**config.mk**
```make
export PLATFORM = sky130hd
export DESIGN_NAME = kv_text_line_parser
export DESIGN_NICKNAME = d
export VERILOG_FILES = /design/src/design/kvp_pkg.sv /design/src/design/kv_text_line_parser.sv
export SDC_FILE = /design/constraint.sdc
export NUM_CORES = 1
export LEC_CHECK = 0
export BUFFER_PORTS_ARGS = -buffer_cell sky130_fd_sc_hd__buf_2
export CAP_MARGIN = 10
export CORE_MARGIN = 2
export CORE_UTILIZATION = 45
export DETAILED_ROUTE_END_ITERATION = 10
export PLACE_DENSITY = 0.74
export SLEW_MARGIN = 25
export SYNTH_ARGS = -nofsm -noshare
export SYNTH_HDL_FRONTEND = slang
export SYNTH_SLANG_ARGS = --single-unit
```
**constraint.sdc**
```tcl
create_clock -name clk -period 2.1 [get_ports clk]
set_clock_uncertainty 0.05 [all_clocks]
set_input_delay 0.105 -clock clk [delete_from_list [all_inputs] [get_ports clk]]
set_output_delay 0.105 -clock clk [all_outputs]
set_load 0.02 [all_outputs]
```
**src/design/kvp_pkg.sv**
```systemverilog
// ----------------------------------------------------------------------------
// kvp_pkg
// Shared types and byte constants for the key/value text line parser.
// ----------------------------------------------------------------------------
`default_nettype none

package kvp_pkg;

    typedef enum logic [1:0] {
        MODE_START = 2'd0,
        MODE_PATH  = 2'd1,
        MODE_KEY   = 2'd2,
        MODE_VALUE = 2'd3
    } mode_t;

    typedef enum logic [1:0] {
        KIND_CHAR      = 2'd0,
        KIND_TOKEN_END = 2'd1,
        KIND_LINE_END  = 2'd2
    } kind_t;

    localparam logic [7:0] BYTE_LF     = 8'h0A;
    localparam logic [7:0] BYTE_CR     = 8'h0D;
    localparam logic [7:0] BYTE_SLASH  = 8'h2F;
    localparam logic [7:0] BYTE_EQ     = 8'h3D;
    localparam logic [7:0] BYTE_BSLASH = 8'h5C;
    localparam logic [7:0] BYTE_N      = 8'h6E;
    localparam logic [7:0] BYTE_R      = 8'h72;

    // one parsed result item
    typedef struct packed {
        logic       store_entry;
        logic       token_nonempty;
        mode_t      section;
        kind_t      item_kind;
        logic [7:0] out_char;
    } result_t;

endpackage

`default_nettype wire

```
**src/design/kv_text_line_parser.sv**
```systemverilog
// ----------------------------------------------------------------------------
// kv_text_line_parser
// Parses an escaped path / key=value text stream one byte per transfer.
// ----------------------------------------------------------------------------
// Usage:
//   s_* channel takes one raw byte per transfer in s_tdata; s_tlast high means
//   end of input (the line is flushed, s_tdata is ignored).
//   m_* channel gives at most one result per input byte: s_tdata-style char
//   in m_tdata, and kind, section and flags in m_tuser.
//   Bytes that give no result (leading slash, backslash) are dropped inside.
// Pipeline: the input register takes the byte at the transfer and the result
//   register loads from it when the result stage advances; the line state is
//   updated at that load too.
// Throughput: one byte per cycle, as long as a held result is not stalled
//   by m_tready being low.
// Reset: all registers empty, line state back to line start, no escape.
// Stall: when m_tready is low and a result is held, both stages hold and
//   s_tready drops once the input register is also occupied.
// ----------------------------------------------------------------------------
`default_nettype none

module kv_text_line_parser
    import kvp_pkg::*;
(
    input  wire logic       clk,
    input  wire logic       rst_n,
    input  wire logic       s_tvalid,
    output logic            s_tready,
    input  wire logic [7:0] s_tdata,   // [7:0] in_byte
    input  wire logic       s_tlast,   // end_of_input
    output logic            m_tvalid,
    input  wire logic       m_tready,
    output logic [7:0]      m_tdata,   // [7:0] out_char
    output logic [5:0]      m_tuser    // [1:0] item_kind, [3:2] section,
                                       // [4] token_nonempty, [5] store_entry
);

    logic       in_valid_reg;
    logic [7:0] in_byte_reg;
    logic       in_eoi_reg;

    mode_t      mode_reg, mode_next, mode_eff;
    logic       esc_reg, esc_next;
    logic       tok_reg, tok_next;
    logic       key_reg, key_next;

    logic       out_valid_reg;
    result_t    res_reg, res_next;
    logic       res_hit;
    logic       advance;

    assign advance  = !out_valid_reg || m_tready;
    assign s_tready = !in_valid_reg || advance;

    always_comb
    begin
        mode_next = mode_reg;
        esc_next  = esc_reg;
        tok_next  = tok_reg;
        key_next  = key_reg;
        res_hit   = 1'b0;
        res_next  = '0;
        mode_eff  = (mode_reg == MODE_START) ? MODE_KEY : mode_reg;

        if (in_eoi_reg || in_byte_reg == BYTE_LF || in_byte_reg == BYTE_CR)
        begin
            res_hit                 = 1'b1;
            res_next.item_kind      = KIND_LINE_END;
            res_next.section        = mode_reg;
            res_next.token_nonempty = tok_reg;
            res_next.store_entry    = (mode_reg == MODE_VALUE) && key_reg && tok_reg;
            mode_next = MODE_START;
            esc_next  = 1'b0;
            tok_next  = 1'b0;
            key_next  = 1'b0;
        end
        else if (mode_reg == MODE_START && in_byte_reg == BYTE_SLASH)
        begin
            mode_next = MODE_PATH;
        end
        else
        begin
            mode_next = mode_eff;
            if (esc_reg)
            begin
                // escaped byte is a character; an escaped n or r becomes LF or CR
                res_hit           = 1'b1;
                res_next.section  = mode_eff;
                res_next.item_kind = KIND_CHAR;
                if (in_byte_reg == BYTE_N)
                    res_next.out_char = BYTE_LF;
                else if (in_byte_reg == BYTE_R)
                    res_next.out_char = BYTE_CR;
                else
                    res_next.out_char = in_byte_reg;
                esc_next = 1'b0;
                tok_next = 1'b1;
            end
            else if (in_byte_reg == BYTE_BSLASH)
            begin
                esc_next = 1'b1;
            end
            else if (mode_eff == MODE_PATH && in_byte_reg == BYTE_SLASH)
            begin
                res_hit                 = 1'b1;
                res_next.item_kind      = KIND_TOKEN_END;
                res_next.section        = MODE_PATH;
                res_next.token_nonempty = tok_reg;
                tok_next = 1'b0;
            end
            else if (mode_eff == MODE_KEY && in_byte_reg == BYTE_EQ)
            begin
                res_hit                 = 1'b1;
                res_next.item_kind      = KIND_TOKEN_END;
                res_next.section        = MODE_KEY;
                res_next.token_nonempty = tok_reg;
                key_next  = tok_reg;
                tok_next  = 1'b0;
                mode_next = MODE_VALUE;
            end
            else
            begin
                res_hit            = 1'b1;
                res_next.item_kind = KIND_CHAR;
                res_next.section   = mode_eff;
                res_next.out_char  = in_byte_reg;
                tok_next = 1'b1;
            end
        end
    end

    always_ff @(posedge clk or negedge rst_n)
    begin
        if (!rst_n)
        begin
            in_valid_reg  <= 1'b0;
            out_valid_reg <= 1'b0;
            mode_reg      <= MODE_START;
            esc_reg       <= 1'b0;
            tok_reg       <= 1'b0;
            key_reg       <= 1'b0;
        end
        else
        begin
            if (s_tready)
                in_valid_reg <= s_tvalid;
            if (advance)
            begin
                out_valid_reg <= in_valid_reg && res_hit;
                if (in_valid_reg)
                begin
                    mode_reg <= mode_next;
                    esc_reg  <= esc_next;
                    tok_reg  <= tok_next;
                    key_reg  <= key_next;
                end
            end
        end
    end

    // payload registers
    always_ff @(posedge clk)
    begin
        if (s_tready && s_tvalid)
        begin
            in_byte_reg <= s_tdata;
            in_eoi_reg  <= s_tlast;
        end
        if (advance && in_valid_reg && res_hit)
            res_reg <= res_next;
    end

    assign m_tvalid = out_valid_reg;
    assign m_tdata  = res_reg.out_char;
    assign m_tuser  = {res_reg.store_entry, res_reg.token_nonempty,
                       res_reg.section, res_reg.item_kind};

endmodule

`default_nettype wire

```
# ---- After elaboration in Yosys (flattened, before gate mapping)
# Cells that the tools add are included.
dict set report totals {
  regBits 30
  inputBits 13
}
dict set report op_classes {
  n_eq_ne 15
  n_mux 39
  n_reduce_logical 23
}
# op n
set op_table {}
lappend op_table {{8-bit two-way mux} 4}
lappend op_table {{13-bit two-way mux} 2}
lappend op_table {{8-bit by 7-bit == test with 1-bit output (second input constant)} 3}
lappend op_table {{1-bit two-way mux} 22}
lappend op_table {{8-bit by 4-bit == test with 1-bit output (second input constant)} 2}
lappend op_table {{8-bit by 6-bit == test with 1-bit output (second input constant)} 2}
lappend op_table {{2-bit two-way mux} 7}
lappend op_table {{12-bit two-way mux} 1}
lappend op_table {{5-bit two-way mux} 2}
lappend op_table {{1-bit logical AND} 9}
lappend op_table {{7-bit AND reduction} 1}
lappend op_table {{2-bit inequality test (second input constant)} 3}
lappend op_table {{2-bit == test (second input constant)} 2}
lappend op_table {{1-bit logical OR} 4}
lappend op_table {{4-bit two-way mux} 1}
lappend op_table {{4-bit AND reduction} 1}
lappend op_table {{4-bit OR reduction} 1}
lappend op_table {{3-bit inequality test (second input constant)} 1}
lappend op_table {{3-bit AND reduction} 1}
lappend op_table {{2-bit by 1-bit == test with 1-bit output (second input constant)} 1}
lappend op_table {{1-bit logical NOT} 2}
lappend op_table {{2-bit logical NOT} 1}
lappend op_table {{2-bit by 1-bit inequality test with 1-bit output (second input constant)} 1}
lappend op_table {{2-bit AND reduction} 1}
lappend op_table {{other kinds (2)} 2}

# ---- Logic depth before layout (Yosys ltp)
# Gate-level depths: netlist of the first run.
dict set report depth {
  word_depth 10
  ltp_mapped 7
  ltp_nobuf 6
}

# ---- Worst setup path before layout of the first run
# No wires, ideal clock.
dict set report synth_timing {
  path_kind {reg-to-reg}
  startpoint {register in_byte_reg[2]}
  endpoint {register res_reg (netlist bit m_tdata[0]), enable pin}
  arrival_ns 1.808
  slack_ns -0.149
  stages_incl_launch_ff 6
  n_path_buf 1
  synth_period_minus_slack_ns 2.249
  path_cell_list {edfxtp_1 > buf_6 > nor3b_1 > o2111a_2 > nor2_8 > a21oi_1}
}
dict set report synth_via {
  elab_chain_len 6
}
# element line_no
set synth_rtl {}
lappend synth_rtl {{start: declaration} kv_text_line_parser.sv:39} ;# logic [7:0] in_byte_reg;
lappend synth_rtl {{start signal: assignment} kv_text_line_parser.sv:166} ;# in_byte_reg <= s_tdata;
lappend synth_rtl {{8-bit by 7-bit == test with 1-bit output} kv_text_line_parser.sv:99} ;# else if (in_byte_reg == BYTE_BSLASH)
lappend synth_rtl {{1-bit two-way mux} kv_text_line_parser.sv:99}
lappend synth_rtl {{1-bit two-way mux} kv_text_line_parser.sv:84} ;# if (esc_reg)
lappend synth_rtl {{1-bit two-way mux} kv_text_line_parser.sv:77} ;# else if (mode_reg == MODE_START && in_byte_reg == BYTE_SLASH)
lappend synth_rtl {{1-bit two-way mux (*)} kv_text_line_parser.sv:65} ;# if (in_eoi_reg || in_byte_reg == BYTE_LF || in_byte_reg == BYTE_CR)
lappend synth_rtl {{1-bit logical AND (*)} kv_text_line_parser.sv:169} ;# if (advance && in_valid_reg && res_hit)
lappend synth_rtl {{end signal: assignment} kv_text_line_parser.sv:170} ;# res_reg <= res_next;
lappend synth_rtl {{end: declaration} kv_text_line_parser.sv:48} ;# result_t res_reg, res_next;
# Mark *: on every way between the ends. The rest lies on a longest branch, timed or not.
# A chain may end at the register's enable or synchronous reset.

# ---- Final worst setup path of the first run
dict set report layout_timing {
  startpoint {register in_byte_reg[7]}
  endpoint {register res_reg (netlist bit m_tdata[5]) (data pin)}
}
dict set report layout_via {
  elab_chain_len 6
}
# element line_no
set layout_rtl {}
lappend layout_rtl {{8-bit by 6-bit == test with 1-bit output} kv_text_line_parser.sv:111} ;# else if (mode_eff == MODE_KEY && in_byte_reg == BYTE_EQ)
lappend layout_rtl {{1-bit logical AND} kv_text_line_parser.sv:111}
lappend layout_rtl {{8-bit two-way mux} kv_text_line_parser.sv:111}
lappend layout_rtl {{8-bit two-way mux} kv_text_line_parser.sv:103} ;# else if (mode_eff == MODE_PATH && in_byte_reg == BYTE_SLASH)
lappend layout_rtl {{13-bit two-way mux} kv_text_line_parser.sv:99}
lappend layout_rtl {{12-bit two-way mux} kv_text_line_parser.sv:84}
# Parallel ways exist; a longest one is shown, timed or not.

==> impl_metrics.csv, run 1 <==
group,metric,value,unit
cts,cts.path.max_buffers,2,
placement,dp_hpwl,2.023,mm
cts,htreeDepth,2,
synth,synth_compound_area_share,11.03,%
cts,path_clk_slew,0.09,ns
synth,synthAdderAreaFrac,0,%
synth,ys.flop_type,"edfxtp_1",
final_layout,drive_gt1_share,36.57,%
critical_path,cp_data_required_time,2.14,ns
final_layout,final_cell_mix,"28 x buf_2, 23 x edfxtp_1, 15 x buf_4, 14 x nand2_1, 11 x dlygate4sd3_1",
synth,netlist_instances,114,
global_route,grt.overflow.total,0,
synth,synth_top_family_by_area,"simple AND/OR/NAND/NOR gates",
synth,synth_top_cell_by_area,"edfxtp_1",
final_layout,fillCellCount,236,
synth,yosys-mux-area-fraction,0.7175,%
synth,synth.top_cell.area_share,49.51,%
floorplan,fp.dieH,59.68,µm
synth,synth-edff-count,23,
drt,drt_wl_total,2.983,mm
floorplan,die_x,59.68,µm
critical_path,setup.worst_path.start_class,"flop",
synth,synth_fp_nets,127,
synth,syn_area_per_cell,12.24,µm²
global_route,grt_pass1_wl,4.795,mm
floorplan,rows,20,
power,leakagePower,0.8103,nW
synth,synthDistinctLibCells,39,
final_layout,final_common_cell,"buf_2",
drt,vias,1127,
drt,route.detailed.drc,0,
critical_path,cp.arrival,2.19,ns
cts,clk_latency,0.33,ns
power,ir_drop,0.0004656,V
timing,hold_violations,0,
timing,fmax,465.7,MHz
final_layout,diodes,0,
timing,slew_headroom,74.82,%
power,p_per_area,730.8,nW/µm²
synth,syn_area,1395,µm²
cts,clock_sinks,30,
final_layout,instances_no_fill,208,
global_route,grt_use_met3,5.844,%
drt,via_per_inst,5.418,
timing,fin_ws,-0.04754,ns
cts,numCtsBuffers,5,
worst_hold_path,hold_path_class,"primary input to flop",
placement,io_buffers,28,
timing,setup_viol,25,
timing,fin_crit,2.148,ns
cts,cts_tree,"built",
global_route,antenna_found_initial,0,
placement,dp.cells,181,
timing,post-route-period-util,102.3,%
placement,gp_congestion,0.9348,
floorplan,initial_core_util,46.46,%
drt,ant_nets,0,
global_route,grt_usage,18.60,%
flow_run,drv_cap,0,
global_route,grt_pass1_vias,1107,
drt,drt_iter0_drc,36,
floorplan,coreArea,3003,µm²
critical_path,endpoint_kind,"flop",
global_route,use_met2,31.37,%
synth,netlist_top_cells_area,"edfxtp_1 50%, dfrtp_1 13%, nand2_1 4.0%",
final_layout,num-nets-final,187,
synth,yosysSeqAreaShare,62.06,%
drt,drt_pass1_iterations,4,
outcome,status,"finished, violations left",
global_route,grtUsageMet1,21.60,%
power,finalPower,1.399,mW
global_route,grt_start_max_net_pins,16,
synth,synth_seq_cells,30,
synth,synth_xor_area_share,0,%
timing,slew_viol_final,0,
synth,synthArstFlopShare,23.33,%
floorplan,num_io_pins,29,
timing,rsz0062_at_grt,"true",
synth,synth_warnings,0,
outcome,failed_checks,"setup timing",
global_route,busiest_layer,"met2",
critical_path,critical_path_class,"flop to flop",
synth,synthSimpleGateAreaFrac,23.05,%
floorplan,die_area,3562,µm²
cts,cts-root-buf,"clkbuf_4",
drt,wire_per_inst,14.34,µm
critical_path,path_max_fanout,6,
final_layout,areaGrowthSynthToFinish,37.22,%
timing,worst_pin_slew,0.3777,ns
==> final timing paths <==
| kind | cells past startpoint | end | startpoint | slack (ns) |
|---|---|---|---|---|
| min in group asynchronous | 2 | key_reg$_DFFE_PN0P_ | rst_n | 0.09 |
| worst min register to register | 2 | key_reg$_DFFE_PN0P_ | key_reg$_DFFE_PN0P_ | 0.50 |
| worst max register to register | 4 | m_tdata[5]$_SDFFCE_PP0P_ | in_byte_reg[7]$_DFFE_PP_ | -0.05 |
| worst max-delay path | 4 | m_tdata[5]$_SDFFCE_PP0P_ | in_byte_reg[7]$_DFFE_PP_ | -0.05 |
| worst min-delay path | 3 | m_tvalid$_DFFE_PN0P_ | m_tready | 0.03 |
| max in group asynchronous | 2 | in_valid_reg$_DFFE_PN0N_ | rst_n | 1.75 |
==> final cells by class <==
| type | count | area, µm² | share of cell area, % |
|---|---|---|---|
| clock buffer | 6 | 41.29 | 2.157 |
| sequential | 30 | 865.8 | 45.23 |
| multi-input combinational | 75 | 509.2 | 26.60 |
| tap | 33 | 41.29 | 2.157 |
| timing repair buffer | 56 | 394.1 | 20.59 |
| inverter | 6 | 25.02 | 1.307 |
| clock inverter | 2 | 37.54 | 1.961 |
==> through the flow <==
| stage | hold WS (ns) | util, % | setup TNS, ns | worst slack, ns | instance area [µm²] |
|---|---|---|---|---|---|
| 6_report | 0.03178 | 63.75 | -0.3712 | -0.04754 | 1914 |
| 5_1_grt | 0.04643 | 63.75 | -0.8017 | -0.07348 | 1914 |
| 4_1_cts | 0.02592 | 61.38 | 0 | 0.002628 | 1843 |
| 3_5_place_dp | -0.09478 | 54.25 | -0.9828 | -0.06749 | 1629 |
| 3_3_place_gp | -0.1085 | 54.25 | 0 | 0.01377 | 1629 |
| 2_1_floorplan | -0.2406 | - | 0 | 0.1286 | 1399 |
==> critical path: stages, from the launching register on <==
cell      delay, ns
edfxtp_1       0.47
or3b_4         0.42
or4_4          0.58
nor3b_4        0.20
and3_1         0.18
==> cell families (layout without fill, tap and decap cells) <==
family,after synthesis,after routing
muxes,1,1
buffers and inverters,9,70
DFF,30,30
and+or+nand+nor,52,52
AOI/OAI and AO/OA,22,22
==> layer usage <==
layer,part of all wire (%),up-vias
met1,40,531
li1,-,545
met4,1.8,0
met2,52,46
met3,6.5,5
met5,0,-
==> repair_timing <==
item | in CTS | in global routing
setup buffers | 2 | 6
hold endpoints to repair | 17 | 0
hold buffers | 11 | 0
pin swaps | 0 | 5
endpoints found under the setup margin | 15 | 26
gates resized for setup | 2 | 3
==> where the power goes <==
group	switching (mW)	leakage [nW]	total (mW)	internal, mW
registers	0.0323	0.309	0.731	0.698
logic	0.117	0.463	0.218	0.101
clock network	0.200	0.0385	0.451	0.251
==> cell usage after synthesis (2+ instances only) <==
cell,n
a21oi_1,8
and3_1,3
clkbuf_1,2
dfrtp_1,7
edfxtp_1,23
inv_1,5
nand2_1,15
nand2b_1,2
nand3_1,3
nand4_1,2
nor2_1,9
nor2b_1,3
nor3b_1,2
o21a_1,2
o22a_1,2
or3b_2,2
or4_4,2
(Power assumes the default switching activity.)
==> run 2: changes to the inputs <==
--- a/config.mk
+++ b/config.mk
@@ -11,6 +11,7 @@
 export CORE_UTILIZATION = 45
 export DETAILED_ROUTE_END_ITERATION = 10
 export PLACE_DENSITY = 0.74
+export RECOVER_POWER = 50
 export SLEW_MARGIN = 25
 export SYNTH_ARGS = -nofsm -noshare
 export SYNTH_HDL_FRONTEND = slang
==> impl_metrics.csv, run 2 (synthesis gave the netlist of run 1 again) <==
group,metric,value,unit
outcome,status,"finished, violations left",
cts,numCtsBuffers,5,
placement,io_buffers,28,
global_route,grt_usage,18.60,%
timing,slew_headroom,71.61,%
final_layout,num-nets-final,187,
power,leakagePower,0.7847,nW
floorplan,num_io_pins,29,
drt,wire_per_inst,14.43,µm
critical_path,worstReg2RegEnd,"m_tdata[5]$_SDFFCE_PP0P_",
cts,cts.path.max_buffers,2,
flow_run,drv_cap,0,
floorplan,die_area,3562,µm²
timing,post-route-period-util,102.7,%
global_route,grt_pass1_wl,4.795,mm
timing,fin_crit,2.156,ns
floorplan,coreArea,3003,µm²
final_layout,finish.utilization,63.38,%
placement,dp_hpwl,2.023,mm
global_route,grt.overflow.total,0,
critical_path,cp.arrival,2.19,ns
power,p_per_area,732.8,nW/µm²
timing,setup_viol,25,
critical_path,path_max_fanout,6,
final_layout,areaGrowthSynthToFinish,36.41,%
critical_path,crit_family,"simple AND/OR/NAND/NOR gates",
drt,ant_nets,0,
cts,clk_latency,0.33,ns
placement,dp.cells,181,
power,ir_drop,0.0004641,V
timing,slew_viol_final,0,
drt,route.detailed.drc,0,
critical_path,cp_data_required_time,2.14,ns
final_layout,instances_no_fill,208,
timing,setup_tns,-0.5858,ns
critical_path,critical_path_class,"flop to flop",
critical_path,critPathBufInv,0,
drt,drt_iter0_drc,34,
critical_path,cp.depth,4,
drt,drt_wl_total,3.002,mm
floorplan,fp.dieH,59.68,µm
critical_path,crit_end,"m_tdata[5]$_SDFFCE_PP0P_",
floorplan,rows,20,
drt,vias,1136,
drt,via_per_inst,5.462,
timing,hold_violations,0,
cts,path_clk_slew,0.10,ns
outcome,failed_checks,"setup timing",
final_layout,final_common_cell,"edfxtp_1",
final_layout,drive_gt1_share,31.43,%
floorplan,die_x,59.68,µm
power,finalPower,1.395,mW
timing,rsz0062_at_grt,"true",
global_route,antenna_found_initial,0,
timing,fmax,463.8,MHz
timing,worst_pin_slew,0.4258,ns
critical_path,worstReg2RegStart,"in_byte_reg[7]$_DFFE_PP_",
worst_hold_path,hold_path_class,"primary input to flop",
cts,cts_tree,"built",
cts,clock_sinks,30,
timing,fin_ws,-0.05608,ns
placement,gp_congestion,0.9348,
drt,drt_pass1_iterations,4,
critical_path,setup.worst_path.start,"in_byte_reg[7]$_DFFE_PP_",
cts,htreeDepth,2,
critical_path,cpMaxStageDelayCell,"or4_4",
placement,dp_slack,-0.06749,ns
cts,cts-root-buf,"clkbuf_4",
critical_path,crit_chain,"or3b_4 -> or4_4 -> nor3b_4 -> and3_1",
critical_path,setup.worst_path.start_class,"flop",
critical_path,endpoint_kind,"flop",
critical_path,r2r_setup_slack,-0.06,ns
global_route,grt_pass1_vias,1107,
critical_path,worstRegToRegCells,4,
global_route,grt_start_max_net_pins,16,
floorplan,initial_core_util,46.46,%
final_layout,diodes,0,
final_layout,final_cell_mix,"23 x edfxtp_1, 19 x buf_2, 15 x buf_4, 14 x nand2_1, 11 x dlygate4sd3_1",
critical_path,slowest_delay,0.58,ns
## run 2: cell types whose count changed in the layout (fill, tap and decap cells not counted), sizes merged
cell	delta
buf	-9
clkbuf	+9
## run 2: tightest hold or removal path: cells and delay by family
| kind | cells | cell delay (ns) |
|---|---|---|
| AOI/OAI and AO/OA | 1 | 0.14 |
| and+or+nand+nor | 1 | 0.05 |
| buffers and inverters | 1 | 0.09 |
## run 2: layer usage
metal / vias to the layer above / wire, µm / global-route usage, %
met5: - / 0 / 0
met4: 0 / 60 / 8.254
met3: 4 / 188 / 5.844
met2: 46 / 1556 / 31.37
met1: 540 / 1196 / 21.60
li1: 546 / - / -
## run 2: power by group
part / internal, mW / leakage (nW) / total, mW / switching, mW
combinational: 0.0973 / 0.437 / 0.214 / 0.117
clock: 0.251 / 0.0385 / 0.449 / 0.198
sequential: 0.698 / 0.309 / 0.731 / 0.0330
total: 1.05 / 0.785 / 1.39 / 0.348
## run 2: final cells by class
| class | count | area [µm²] |
|---|---|---|
| Clock buffer | 6 | 41.29 |
| Clock inverter | 2 | 37.54 |
| Fill cell | 239 | 1100 |
| Inverter | 6 | 25.02 |
| Multi-Input combinational cell | 75 | 509.2 |
| Sequential cell | 30 | 865.8 |
| Tap cell | 33 | 41.29 |
| Timing Repair Buffer | 56 | 382.9 |
## run 2: metrics by stage
stage / instance area, µm² / hold WS, ns
finish: 1903 / 0.03485
global route: 1903 / 0.04643
CTS: 1843 / 0.02592
detailed placement: 1629 / -0.09478
global placement: 1629 / -0.1085
floorplan: 1399 / -0.2406
## run 2: what timing repair did
action,CTS,global route
setup endpoints to repair,15,26
pin swaps,0,5
hold buffers,11,0
cloned,0,0
buffers inserted,2,6
hold endpoints to repair,17,0
gates resized for setup,2,3
## run 2: how the worst min path moves through the flow
stage	start	end	slack [ns]	cells after the start
CTS	m_tready	m_tvalid$_DFFE_PN0P_	0.03	3
global route	m_tready	m_tvalid$_DFFE_PN0P_	0.05	3
finish	m_tready	m_tvalid$_DFFE_PN0P_	0.03	3
floorplan	rst_n	esc_reg$_DFFE_PN0P_	-0.24	0
global placement	rst_n	tok_reg$_DFFE_PN0P_	-0.11	1
detailed placement	rst_n	tok_reg$_DFFE_PN0P_	-0.09	1
